--- config.mk ---
export PLATFORM = sky130hd
export DESIGN_NAME = intel_hex_record_parser_unit
export DESIGN_NICKNAME = d
export VERILOG_FILES = /design/src/hw/rtl/ihexp_pkg.sv /design/src/hw/rtl/intel_hex_record_parser_unit.sv /design/src/hw/rtl/ihexp_in_reg.sv /design/src/hw/rtl/ihexp_core.sv /design/src/hw/rtl/ihexp_out_reg.sv
export SDC_FILE = /design/constraint.sdc
export NUM_CORES = 1
export LEC_CHECK = 0
export BUFFER_PORTS_ARGS = -buffer_cell sky130_fd_sc_hd__buf_2
export CAP_MARGIN = 20
export CORE_MARGIN = 4
export CORE_UTILIZATION = 45
export DETAILED_ROUTE_END_ITERATION = 10
export GPL_TIMING_DRIVEN = 0
export HOLD_SLACK_MARGIN = 0.1
export PLACE_DENSITY = 0.65
export SLEW_MARGIN = 15
export SYNTH_ARGS = -nofsm -noshare
export SYNTH_HDL_FRONTEND = slang
export SYNTH_HIERARCHICAL = 1
export SYNTH_SLANG_ARGS = --single-unit
--- constraint.sdc ---
create_clock -name i_clk -period 7.6 [get_ports i_clk]
set_input_delay 1.52 -clock i_clk [delete_from_list [all_inputs] [get_ports i_clk]]
set_output_delay 1.52 -clock i_clk [all_outputs]
set_load 0.005 [all_outputs]
--- src/hw/rtl/ihexp_pkg.sv ---
// Shared types, result codes and decode helpers for the hex record parser.
// No dependencies; used by the top, ihexp_core and ihexp_out_reg under hw/rtl.
`timescale 1ns / 1ps
`default_nettype none

package ihexp_pkg;

    localparam logic [7:0] CHAR_COLON = 8'h3A;
    localparam logic [7:0] CHAR_CR    = 8'h0D;
    localparam logic [7:0] CHAR_LF    = 8'h0A;

    localparam int unsigned UNIT_W = 3;
    localparam logic [UNIT_W-1:0] UNIT_RESET = 3'd1;

    // Result kinds
    localparam logic [1:0] KIND_DATA   = 2'd0;
    localparam logic [1:0] KIND_ACCEPT = 2'd1;
    localparam logic [1:0] KIND_END    = 2'd2;
    localparam logic [1:0] KIND_ERROR  = 2'd3;

    // Error codes
    localparam logic [1:0] ERR_NONE  = 2'd0;
    localparam logic [1:0] ERR_START = 2'd1;
    localparam logic [1:0] ERR_TYPE  = 2'd2;
    localparam logic [1:0] ERR_SUM   = 2'd3;

    // Record types
    localparam logic [7:0] REC_DATA = 8'h00;
    localparam logic [7:0] REC_ELA  = 8'h04;
    localparam logic [7:0] REC_SLA  = 8'h05;

    // Reciprocal scale for the unit divide
    localparam int unsigned RECIP_SHIFT = 16;
    localparam int unsigned RECIP_W     = RECIP_SHIFT + 1;

    typedef struct packed {
        logic        valid;
        logic [1:0]  kind;
        logic [31:0] address;
        logic [7:0]  data_byte;
        logic        new_segment;
        logic [1:0]  error_code;
    } t_result;

    // ASCII hex digit to nibble; anything else reads as zero.
    function automatic logic [3:0] hex_value(input logic [7:0] c);
        logic [7:0] d;
        begin
            d = 8'h00;
            case (c) inside
                [8'h30:8'h39]: d = c - 8'h30;
                [8'h61:8'h66]: d = c - 8'h61 + 8'd10;
                [8'h41:8'h46]: d = c - 8'h41 + 8'd10;
                default:       d = 8'h00;
            endcase
            return d[3:0];
        end
    endfunction

    // ceil(2^16 / unit); unit zero behaves as one. Exact for 8-bit dividends.
    function automatic logic [RECIP_W-1:0] unit_recip(input logic [UNIT_W-1:0] u);
        logic [RECIP_W-1:0] r;
        begin
            case (u)
                3'd2:    r = 17'd32768;
                3'd3:    r = 17'd21846;
                3'd4:    r = 17'd16384;
                3'd5:    r = 17'd13108;
                3'd6:    r = 17'd10923;
                3'd7:    r = 17'd9363;
                default: r = 17'd65536;
            endcase
            return r;
        end
    endfunction

endpackage

`default_nettype wire

--- src/hw/rtl/intel_hex_record_parser_unit.sv ---
// Intel HEX record parser: one ASCII character per transfer in, data bytes and
// record status out. An accepted character is held in the input register, and
// its result is then loaded into the result register, where it is offered.
// Throughput: one character per cycle; the input stalls only while the result
// register is full and stalled.
// Synchronous active-low reset returns the parser to waiting for a colon,
// clears both stages and sets unit_bytes to 1.
// Depends on ihexp_pkg, ihexp_in_reg, ihexp_core, ihexp_out_reg.
`timescale 1ns / 1ps
`default_nettype none

module intel_hex_record_parser_unit (
    input  wire logic        i_clk,
    input  wire logic        i_rst_n,
    // character input
    input  wire logic        i_in_valid,
    output logic             o_in_stall,
    input  wire logic [7:0]  i_char_in,
    // result output
    output logic             o_out_valid,
    input  wire logic        i_out_stall,
    output logic [1:0]       o_kind,
    output logic [31:0]      o_address,
    output logic [7:0]       o_data_byte,
    output logic             o_new_segment,
    output logic [1:0]       o_error_code,
    // configuration write
    input  wire logic        i_cfg_valid,
    output logic             o_cfg_ready,
    input  wire logic [ihexp_pkg::UNIT_W-1:0] i_cfg_data
);

    // unit_bytes register; always ready, written on any cfg transfer
    logic [ihexp_pkg::UNIT_W-1:0] r_unit_bytes;

    logic               in_valid;
    logic [7:0]         in_char;
    logic               out_free;
    logic               advance;
    ihexp_pkg::t_result core_res;
    ihexp_pkg::t_result out_res;

    assign o_cfg_ready = 1'b1;

    always_ff @(posedge i_clk) begin
        if (!i_rst_n) begin
            r_unit_bytes <= ihexp_pkg::UNIT_RESET;
        end else if (i_cfg_valid && o_cfg_ready) begin
            r_unit_bytes <= i_cfg_data;
        end
    end

    // The held character is parsed once the result register can take
    // whatever it produces (it may produce nothing).
    assign advance = in_valid && out_free;

    ihexp_in_reg u_in_reg (
        .i_clk     (i_clk),
        .i_rst_n   (i_rst_n),
        .i_valid   (i_in_valid),
        .o_stall   (o_in_stall),
        .i_char    (i_char_in),
        .i_advance (advance),
        .o_valid   (in_valid),
        .o_char    (in_char)
    );

    // All per-character work sits between the two registers.
    ihexp_core u_core (
        .i_clk        (i_clk),
        .i_rst_n      (i_rst_n),
        .i_fire       (advance),
        .i_char       (in_char),
        .i_unit_bytes (r_unit_bytes),
        .o_result     (core_res)
    );

    ihexp_out_reg u_out_reg (
        .i_clk    (i_clk),
        .i_rst_n  (i_rst_n),
        .i_load   (advance),
        .i_result (core_res),
        .i_stall  (i_out_stall),
        .o_free   (out_free),
        .o_result (out_res)
    );

    assign o_out_valid   = out_res.valid;
    assign o_kind        = out_res.kind;
    assign o_address     = out_res.address;
    assign o_data_byte   = out_res.data_byte;
    assign o_new_segment = out_res.new_segment;
    assign o_error_code  = out_res.error_code;

endmodule

`default_nettype wire

--- src/hw/rtl/ihexp_in_reg.sv ---
// Input register stage: holds one character until the parser takes it.
// Depends on nothing beyond its ports.
`timescale 1ns / 1ps
`default_nettype none

module ihexp_in_reg (
    input  wire logic       i_clk,
    input  wire logic       i_rst_n,
    input  wire logic       i_valid,
    output logic            o_stall,
    input  wire logic [7:0] i_char,
    input  wire logic       i_advance,
    output logic            o_valid,
    output logic [7:0]      o_char
);

    logic       r_valid;
    logic [7:0] r_char;
    logic       take;

    assign o_stall = r_valid && !i_advance;
    assign take    = i_valid && !o_stall;
    assign o_valid = r_valid;
    assign o_char  = r_char;

    always_ff @(posedge i_clk) begin
        if (!i_rst_n) begin
            r_valid <= 1'b0;
        end else if (take) begin
            r_valid <= 1'b1;
        end else if (i_advance) begin
            r_valid <= 1'b0;
        end
    end

    always_ff @(posedge i_clk) begin
        if (take) begin
            r_char <= i_char;
        end
    end

endmodule

`default_nettype wire

--- src/hw/rtl/ihexp_core.sv ---
// Record parser state and per-character decode; result is combinational.
// Depends on ihexp_pkg.
`timescale 1ns / 1ps
`default_nettype none

module ihexp_core (
    input  wire logic                         i_clk,
    input  wire logic                         i_rst_n,
    input  wire logic                         i_fire,
    input  wire logic [7:0]                   i_char,
    input  wire logic [ihexp_pkg::UNIT_W-1:0] i_unit_bytes,
    output ihexp_pkg::t_result                o_result
);

    typedef enum logic [2:0] {
        PH_WAIT,
        PH_COUNT,
        PH_OFFSET,
        PH_TYPE,
        PH_DATA,
        PH_EXTRA,
        PH_CHECK
    } t_phase;

    t_phase      r_phase,   n_phase;
    logic        r_half,    n_half;
    logic [3:0]  r_nyb,     n_nyb;
    logic [7:0]  r_idx,     n_idx;
    logic [7:0]  r_count,   n_count;
    logic [15:0] r_offset,  n_offset;
    logic [7:0]  r_type,    n_type;
    logic [7:0]  r_sum,     n_sum;
    logic [15:0] r_upper,   n_upper;
    logic [15:0] r_fbuf,    n_fbuf;
    logic [16:0] r_expect,  n_expect;
    logic        r_pend,    n_pend;
    logic        r_halted,  n_halted;

    logic [7:0]  b;
    logic [7:0]  sum_b;
    logic [7:0]  idx_inc;
    logic [15:0] fbuf_sh;
    logic [24:0] quot_prod;
    logic [7:0]  quot;
    ihexp_pkg::t_result res;

    assign b       = {r_nyb, ihexp_pkg::hex_value(i_char)};
    assign sum_b   = r_sum + b;
    assign idx_inc = r_idx + 8'd1;
    assign fbuf_sh = {r_fbuf[7:0], b};

    // count / unit by reciprocal multiply
    assign quot_prod = 25'(r_count) * 25'(ihexp_pkg::unit_recip(i_unit_bytes));
    assign quot      = quot_prod[ihexp_pkg::RECIP_SHIFT +: 8];

    always_comb begin
        n_phase  = r_phase;
        n_half   = r_half;
        n_nyb    = r_nyb;
        n_idx    = r_idx;
        n_count  = r_count;
        n_offset = r_offset;
        n_type   = r_type;
        n_sum    = r_sum;
        n_upper  = r_upper;
        n_fbuf   = r_fbuf;
        n_expect = r_expect;
        n_pend   = r_pend;
        n_halted = r_halted;
        res      = '0;

        if (i_fire && !r_halted) begin
            if (r_phase == PH_WAIT) begin
                if (i_char == ihexp_pkg::CHAR_COLON) begin
                    n_phase = PH_COUNT;
                    n_half  = 1'b0;
                    n_nyb   = 4'h0;
                end else if (i_char != ihexp_pkg::CHAR_CR &&
                             i_char != ihexp_pkg::CHAR_LF) begin
                    n_halted       = 1'b1;
                    res.valid      = 1'b1;
                    res.kind       = ihexp_pkg::KIND_ERROR;
                    res.error_code = ihexp_pkg::ERR_START;
                end
            end else if (!r_half) begin
                n_nyb  = ihexp_pkg::hex_value(i_char);
                n_half = 1'b1;
            end else begin
                n_half = 1'b0;
                case (r_phase)
                    PH_COUNT: begin
                        n_count = b;
                        if (b == 8'h00) begin
                            n_halted  = 1'b1;
                            res.valid = 1'b1;
                            res.kind  = ihexp_pkg::KIND_END;
                        end else begin
                            n_sum   = b;
                            n_idx   = 8'd0;
                            n_fbuf  = 16'h0000;
                            n_phase = PH_OFFSET;
                        end
                    end
                    PH_OFFSET: begin
                        n_sum  = sum_b;
                        n_fbuf = fbuf_sh;
                        n_idx  = idx_inc;
                        if (idx_inc >= 8'd2) begin
                            n_offset = fbuf_sh;
                            n_phase  = PH_TYPE;
                        end
                    end
                    PH_TYPE: begin
                        n_type = b;
                        n_idx  = 8'd0;
                        n_fbuf = 16'h0000;
                        if (b == ihexp_pkg::REC_DATA) begin
                            if ({1'b0, r_offset} != r_expect) begin
                                n_pend = 1'b1;
                            end
                            n_expect = {1'b0, r_offset} + {9'd0, quot};
                            n_phase  = PH_DATA;
                        end else if (b == ihexp_pkg::REC_ELA ||
                                     b == ihexp_pkg::REC_SLA) begin
                            n_sum   = sum_b;
                            n_pend  = 1'b1;
                            n_phase = PH_EXTRA;
                        end else begin
                            n_halted       = 1'b1;
                            res.valid      = 1'b1;
                            res.kind       = ihexp_pkg::KIND_ERROR;
                            res.error_code = ihexp_pkg::ERR_TYPE;
                        end
                    end
                    PH_DATA: begin
                        n_sum = sum_b;
                        if (r_idx == 8'd0) begin
                            res.new_segment = r_pend;
                            n_pend          = 1'b0;
                        end
                        res.valid     = 1'b1;
                        res.kind      = ihexp_pkg::KIND_DATA;
                        res.data_byte = b;
                        res.address   = {r_upper, 16'h0000} + {16'h0000, r_offset}
                                        + {24'h000000, r_idx};
                        n_idx = idx_inc;
                        if (idx_inc >= r_count) begin
                            n_phase = PH_CHECK;
                        end
                    end
                    PH_EXTRA: begin
                        n_sum  = sum_b;
                        n_fbuf = fbuf_sh;
                        n_idx  = idx_inc;
                        if (r_type == ihexp_pkg::REC_ELA && idx_inc >= 8'd2) begin
                            n_upper = fbuf_sh;
                            n_phase = PH_CHECK;
                        end else if (r_type != ihexp_pkg::REC_ELA && idx_inc >= 8'd4) begin
                            n_phase = PH_CHECK;
                        end
                    end
                    PH_CHECK: begin
                        res.valid = 1'b1;
                        if (b == 8'(-r_sum)) begin
                            n_phase  = PH_WAIT;
                            res.kind = ihexp_pkg::KIND_ACCEPT;
                        end else begin
                            n_halted       = 1'b1;
                            res.kind       = ihexp_pkg::KIND_ERROR;
                            res.error_code = ihexp_pkg::ERR_SUM;
                        end
                    end
                    default: begin
                        n_phase = PH_WAIT;
                    end
                endcase
            end
        end
    end

    assign o_result = res;

    always_ff @(posedge i_clk) begin
        if (!i_rst_n) begin
            r_phase  <= PH_WAIT;
            r_half   <= 1'b0;
            r_nyb    <= 4'h0;
            r_idx    <= 8'd0;
            r_count  <= 8'd0;
            r_offset <= 16'h0000;
            r_type   <= 8'd0;
            r_sum    <= 8'd0;
            r_upper  <= 16'h0000;
            r_fbuf   <= 16'h0000;
            r_expect <= 17'd0;
            r_pend   <= 1'b0;
            r_halted <= 1'b0;
        end else begin
            r_phase  <= n_phase;
            r_half   <= n_half;
            r_nyb    <= n_nyb;
            r_idx    <= n_idx;
            r_count  <= n_count;
            r_offset <= n_offset;
            r_type   <= n_type;
            r_sum    <= n_sum;
            r_upper  <= n_upper;
            r_fbuf   <= n_fbuf;
            r_expect <= n_expect;
            r_pend   <= n_pend;
            r_halted <= n_halted;
        end
    end

endmodule

`default_nettype wire

--- src/hw/rtl/ihexp_out_reg.sv ---
// Result register: holds one result until the consumer takes it.
// Depends on ihexp_pkg.
`timescale 1ns / 1ps
`default_nettype none

module ihexp_out_reg (
    input  wire logic               i_clk,
    input  wire logic               i_rst_n,
    input  wire logic               i_load,
    input  ihexp_pkg::t_result      i_result,
    input  wire logic               i_stall,
    output logic                    o_free,
    output ihexp_pkg::t_result      o_result
);

    logic               r_valid;
    ihexp_pkg::t_result r_res;

    assign o_free = !r_valid || !i_stall;

    always_ff @(posedge i_clk) begin
        if (!i_rst_n) begin
            r_valid <= 1'b0;
        end else if (o_free) begin
            r_valid <= i_load && i_result.valid;
        end
    end

    always_ff @(posedge i_clk) begin
        if (i_load) begin
            r_res <= i_result;
        end
    end

    always_comb begin
        o_result       = r_res;
        o_result.valid = r_valid;
    end

endmodule

`default_nettype wire

# Word level (Yosys, flattened, before mapping)
# Index checks and enable logic that the tools add are counted.
# classes
addsub,11
multipliers,1
order_cmp,9
n_eq_ne,41
muxes,66
bitwise_logic,5
reduce_logical,44
# ops
operator,count
$pmux 17 s6,1
$mux 46,2
$mux 41,2
$pmux 8 s3,3
$mux 3,17
$mux 8,5
$add 32x16->32,1
$add 32x8->32,1
$reduce_and 5->1,5
$eq 8x3->1 const B,3
$mul 8x17->24,1
$mux 4,6
$eq 3x3->1 const B,7
$mux 1,19
$pmux 3 s6,1
$reduce_and 9->1,2
$add 16x8->17,1
$ne 16x17->1,1
$ge 8x7->1 const B,2
$le 8x7->1 const B,2
$logic_not 8->1,2
$ne 8x4->1 const B,2
$ne 3x1->1 const B,5
$reduce_and 7->1,2
40 further kinds,84
# totals
ff_bits,157
in_bits,16
output_inout_bits,48
word_cells,199

# Logic depth before layout (Yosys ltp)
# logic_depth
ltp_word,14
mapped_depth,34
mapped_depth_nobuf,31

# Hierarchy
# Netlist, hierarchy kept.
# by_module_without_submodules
mod,instances,cells_each,area_each_um2,seq_area_each_um2
ihexp_core,1,1314,10460.0,1981.9
ihexp_out_reg,1,50,1400.1,1371.3
ihexp_in_reg,1,12,287.8,260.2
intel_hex_record_parser_unit,1,12,123.9,60.1

# Worst setup path after synthesis
# No wires, ideal clock.
# synth_timing
kind,reg2reg
from,register r_unit_bytes[1] in the netlist's numbering
to,register u_core.r_expect[10]
setup_time_ps,121
arrival_time_ps,7043
required_time_ps,7479
setup_slack_ps,435
stages_incl_launch_ff,31
path_buffers,2
period_less_slack_ps,7165
path_cell_list,dfxtp_1 clkbuf_1 or2_2 clkbuf_1 nand2_1 nor3_1 inv_1 fa_1 inv_1 fa_1 fa_1 inv_1 fa_1 inv_1 ha_1 a21o_1 a221o_1 o21ai_0 nand2_1 or2_2 a21o_1 a211oi_1 nor2_1 ha_1 o21ai_0 a21boi_0 o21ai_0 a21oi_1 nor2b_1 xnor2_1 a21oi_1
# synth_via
elab_chain_len,4
word_cells_on_any_way,9
classes_between,add/sub (1); mul (1); eq/ne (6); mux (1)
# synth_rtl
element,line_no,rtl
from (decl),intel_hex_record_parser_unit.sv:34,logic [ihexp_pkg::UNIT_W-1:0] r_unit_bytes;
from (signal assigned),intel_hex_record_parser_unit.sv:47,r_unit_bytes <= ihexp_pkg::UNIT_RESET;
from (signal assigned),intel_hex_record_parser_unit.sv:49,r_unit_bytes <= i_cfg_data;
$eq 3x3->1 / $eq 3x2->1 (equally long branches),ihexp_pkg.sv:64,case (u)
$pmux 17 s6 *,ihexp_pkg.sv:64,
$mul 8x17->24 *,ihexp_core.sv:53,assign quot_prod = 25'(r_count) * 25'(ihexp_pkg::unit_recip(i_unit_bytes));
$add 16x8->17 *,ihexp_core.sv:121,"n_expect = {1'b0, r_offset} + {9'd0, quot};"
to (signal assigned),ihexp_core.sv:209,r_expect <= n_expect;
to (decl),ihexp_core.sv:35,"logic [16:0] r_expect, n_expect;"
# Every way passes the cells marked *; elsewhere a longest branch is shown, timed or not.
# A chain may end at the register's enable or synchronous reset.

# Final worst setup path
# layout_timing
from,register r_unit_bytes[1] in the netlist's numbering
to,register u_core.r_expect[8]
# Same word-level chain as after synthesis.

==> metrics <==
setup TNS 0 ps; most instantiated cells after synthesis 156 x inv_1, 152 x nor2_1, 130 x nand2_1; Layout area overhead 12.2%; Routed Antenna Nets 0; routed vias/inst 5.46; via count 9,969; row cnt 60; Post-synth EDFFs 53; Routed WL 31.6 mm; Placer Congestion 0.936; Worst-Margin Slew 1110 ps; # setup viols final 0; yosys warns 6; HPWL Detailed 24.3 mm; Avg Inst Size Synth 8.84 um^2; Synth area leader dfxtp_1; clock buffer depth 2; max-slew violation count 0; Worst setup EP type register; post-synth cell types 78; top post-synthesis cells by area dfxtp_1 17%, fa_1 15%, edfxtp_1 13%; CP required 7930 ps; initial antenna violation count 0; DR pass1 iterations 5; wire per inst 17.3 um; Syn Inst Count 1,388; CTS tree built; crit start category register; vias in the first global route 9,955; Post-CTS Hold Fix Bufs 0; clk_lat worst skew 430 ps; CTS sink count 157; min cycle time layout 7240 ps; fin crit share 0.953; nets 1,658; layout cell share with drive strength beyond 1 0.116; first-pass GRT wire length 51.6 mm; register area share after synthesis 0.299; FFs w/ async S/R, synth 0; Fin Clk Skew 11.6 ps; number of diodes 0; Pwr per Cell Area 130 nW/um^2; final hold vios 0; DR iter-0 viols 547; Syn Nets 1,575; HP Class reg2reg; Die Area 30,000 um^2; Ports 64; fillers 2,589; Leak Pwr 6.22 nW; DRC viols 0; largest net degree at the start of global routing 50; Die Ht 173 um; Main synth FF type dfxtp_1; Die Wd 173 um; H-Tree Depth 4; Initial Util 0.457; CP dominant cell by count fa_1; max_slew headroom 0.258; Max VDD drop 166 uV; Area after DPL 13,000 um^2; register bit count reported by yosys 157; FMAX 0.138 GHz; Worst-path clk slew 70 ps; overall routing resource usage 0.213; post-synth top area share 0.170; core footprint 26,900 um^2; Setup Crit Path Kind reg2reg; final instance area 13,800 um^2; slowest cell on the critical path fa_1; GRT overflow 0; arrival time at the worst endpoint 7570 ps; root buffer cell clkbuf_16; CTS buffer count 17; PortBufs 62; count leader, synth inv_1; Netlist Area Pre-Place 12,300 um^2; max_cap viols 0; status finished clean; CP max FO 10; CP max stage delay 550 ps
-- path summary, 6_finish.rpt --
check                                      start            endpoint  slack (ps)  cells after the start
worst max-delay path             r_unit_bytes[1]  u_core/r_expect[8]         360                     30
worst min-delay path            u_core/r_type[4]    u_core/r_type[4]         460                      2
worst max register to register   r_unit_bytes[1]  u_core/r_expect[8]         360                     30
worst min register to register  u_core/r_type[4]    u_core/r_type[4]         460                      2
-- layout make-up --
type,count,area (um^2),area share
repair buffers,69,360,0.0262
flip-flops and latches,157,3680,0.267
inverters,160,602,0.0437
well taps,341,427,0.0310
clock inverters,15,124,0.00900
clock buffers,17,425,0.0309
multi-input cells,1003,7860,0.571
plain buffers,63,290,0.0211
-- report_power, final --
| part | switching, mW | internal, mW | total (mW) |
|---|---|---|---|
| registers | 0.0102 | 0.885 | 0.895 |
| clock network | 0.373 | 0.427 | 0.800 |
| logic | 0.0632 | 0.0334 | 0.0966 |
| total | 0.446 | 1.35 | 1.79 |
-- placed cells by master (no fill, tap or decap), drive strengths merged, types with 7 or more instances in the layout --
| cell | n |
|---|---|
| a211oi | 21 |
| a21boi | 9 |
| a21o | 14 |
| a21oi | 57 |
| a31oi | 8 |
| and2 | 29 |
| and3 | 19 |
| buf | 87 |
| clkbuf | 62 |
| dfxtp | 104 |
| edfxtp | 53 |
| fa | 89 |
| ha | 82 |
| inv | 167 |
| mux2i | 39 |
| nand2 | 132 |
| nand2b | 9 |
| nand3 | 39 |
| nor2 | 153 |
| nor2b | 27 |
| nor3 | 26 |
| nor3b | 11 |
| nor4 | 12 |
| o21ai | 56 |
| or2 | 9 |
| or3 | 9 |
| or4 | 7 |
| xnor2 | 36 |
| xor2 | 45 |
-- kinds of logic after synthesis --
kind of cell	Yosys count	synth area share
AO/OA/AOI/OAI	208	0.108
XOR/XNOR	81	0.0578
adder cells (fa/ha/maj)	171	0.229
buffers and inverters	228	0.0731
flip-flops	157	0.299
multiplexers	40	0.0327
other	1	0.000306
AND/OR/NAND/NOR	502	0.200
-- stage by stage --
step	hold slack [ps]	instances	utilization	total power [mW]	worst slack, ps
5_1_grt	476	1825	0.512	1.86	-0.693
4_1_cts	461	1825	0.509	1.80	35.6
3_5_place_dp	451	1792	0.484	1.01	-1370
3_3_place_gp	445	1791	0.484	1.01	-1200
2_1_floorplan	432	1388	-	0.965	435
6_report	460	1825	0.512	1.79	358
-- flip-flops by register name (all words and copies together) (netlist names), 3 cells and up --
signal              cells
u_core/r_count          8
u_core/r_offset        16
u_out_reg/o_result     45
r_unit_bytes            3
u_core/r_expect        17
u_core/r_fbuf           8
u_core/r_nyb            4
u_core/r_type           8
u_core/r_upper         16
u_core/r_phase          3
u_in_reg/o_char         8
u_core/r_idx            8
u_core/r_sum            8
-- repair_timing --
item / in CTS / in global routing
setup endpoints to repair: 13 / 12
buffers inserted: 4 / 2
pin swaps: 5 / 7
gates resized for setup: 22 / 34
-- worst max-delay path: cells and delay by family (launching register included) --
| kind | cells | cell delay [ps] |
|---|---|---|
| fa+ha+maj | 6 | 2710 |
| compound gates | 9 | 1810 |
| simple gates | 8 | 1440 |
| xor+xnor | 1 | 130 |
| flops | 1 | 370 |
| buf+inv | 6 | 710 |
-- routing by layer --
layer  vias up  wire length (um)  GRT usage
met5         -                 0          0
met2       290             15500      0.367
met3        42              1600     0.0275
li1       4807                 -          -
met4         0               791     0.0678
met1      4830             13700      0.280
No activity file was read; power rests on OpenSTA's default activity.
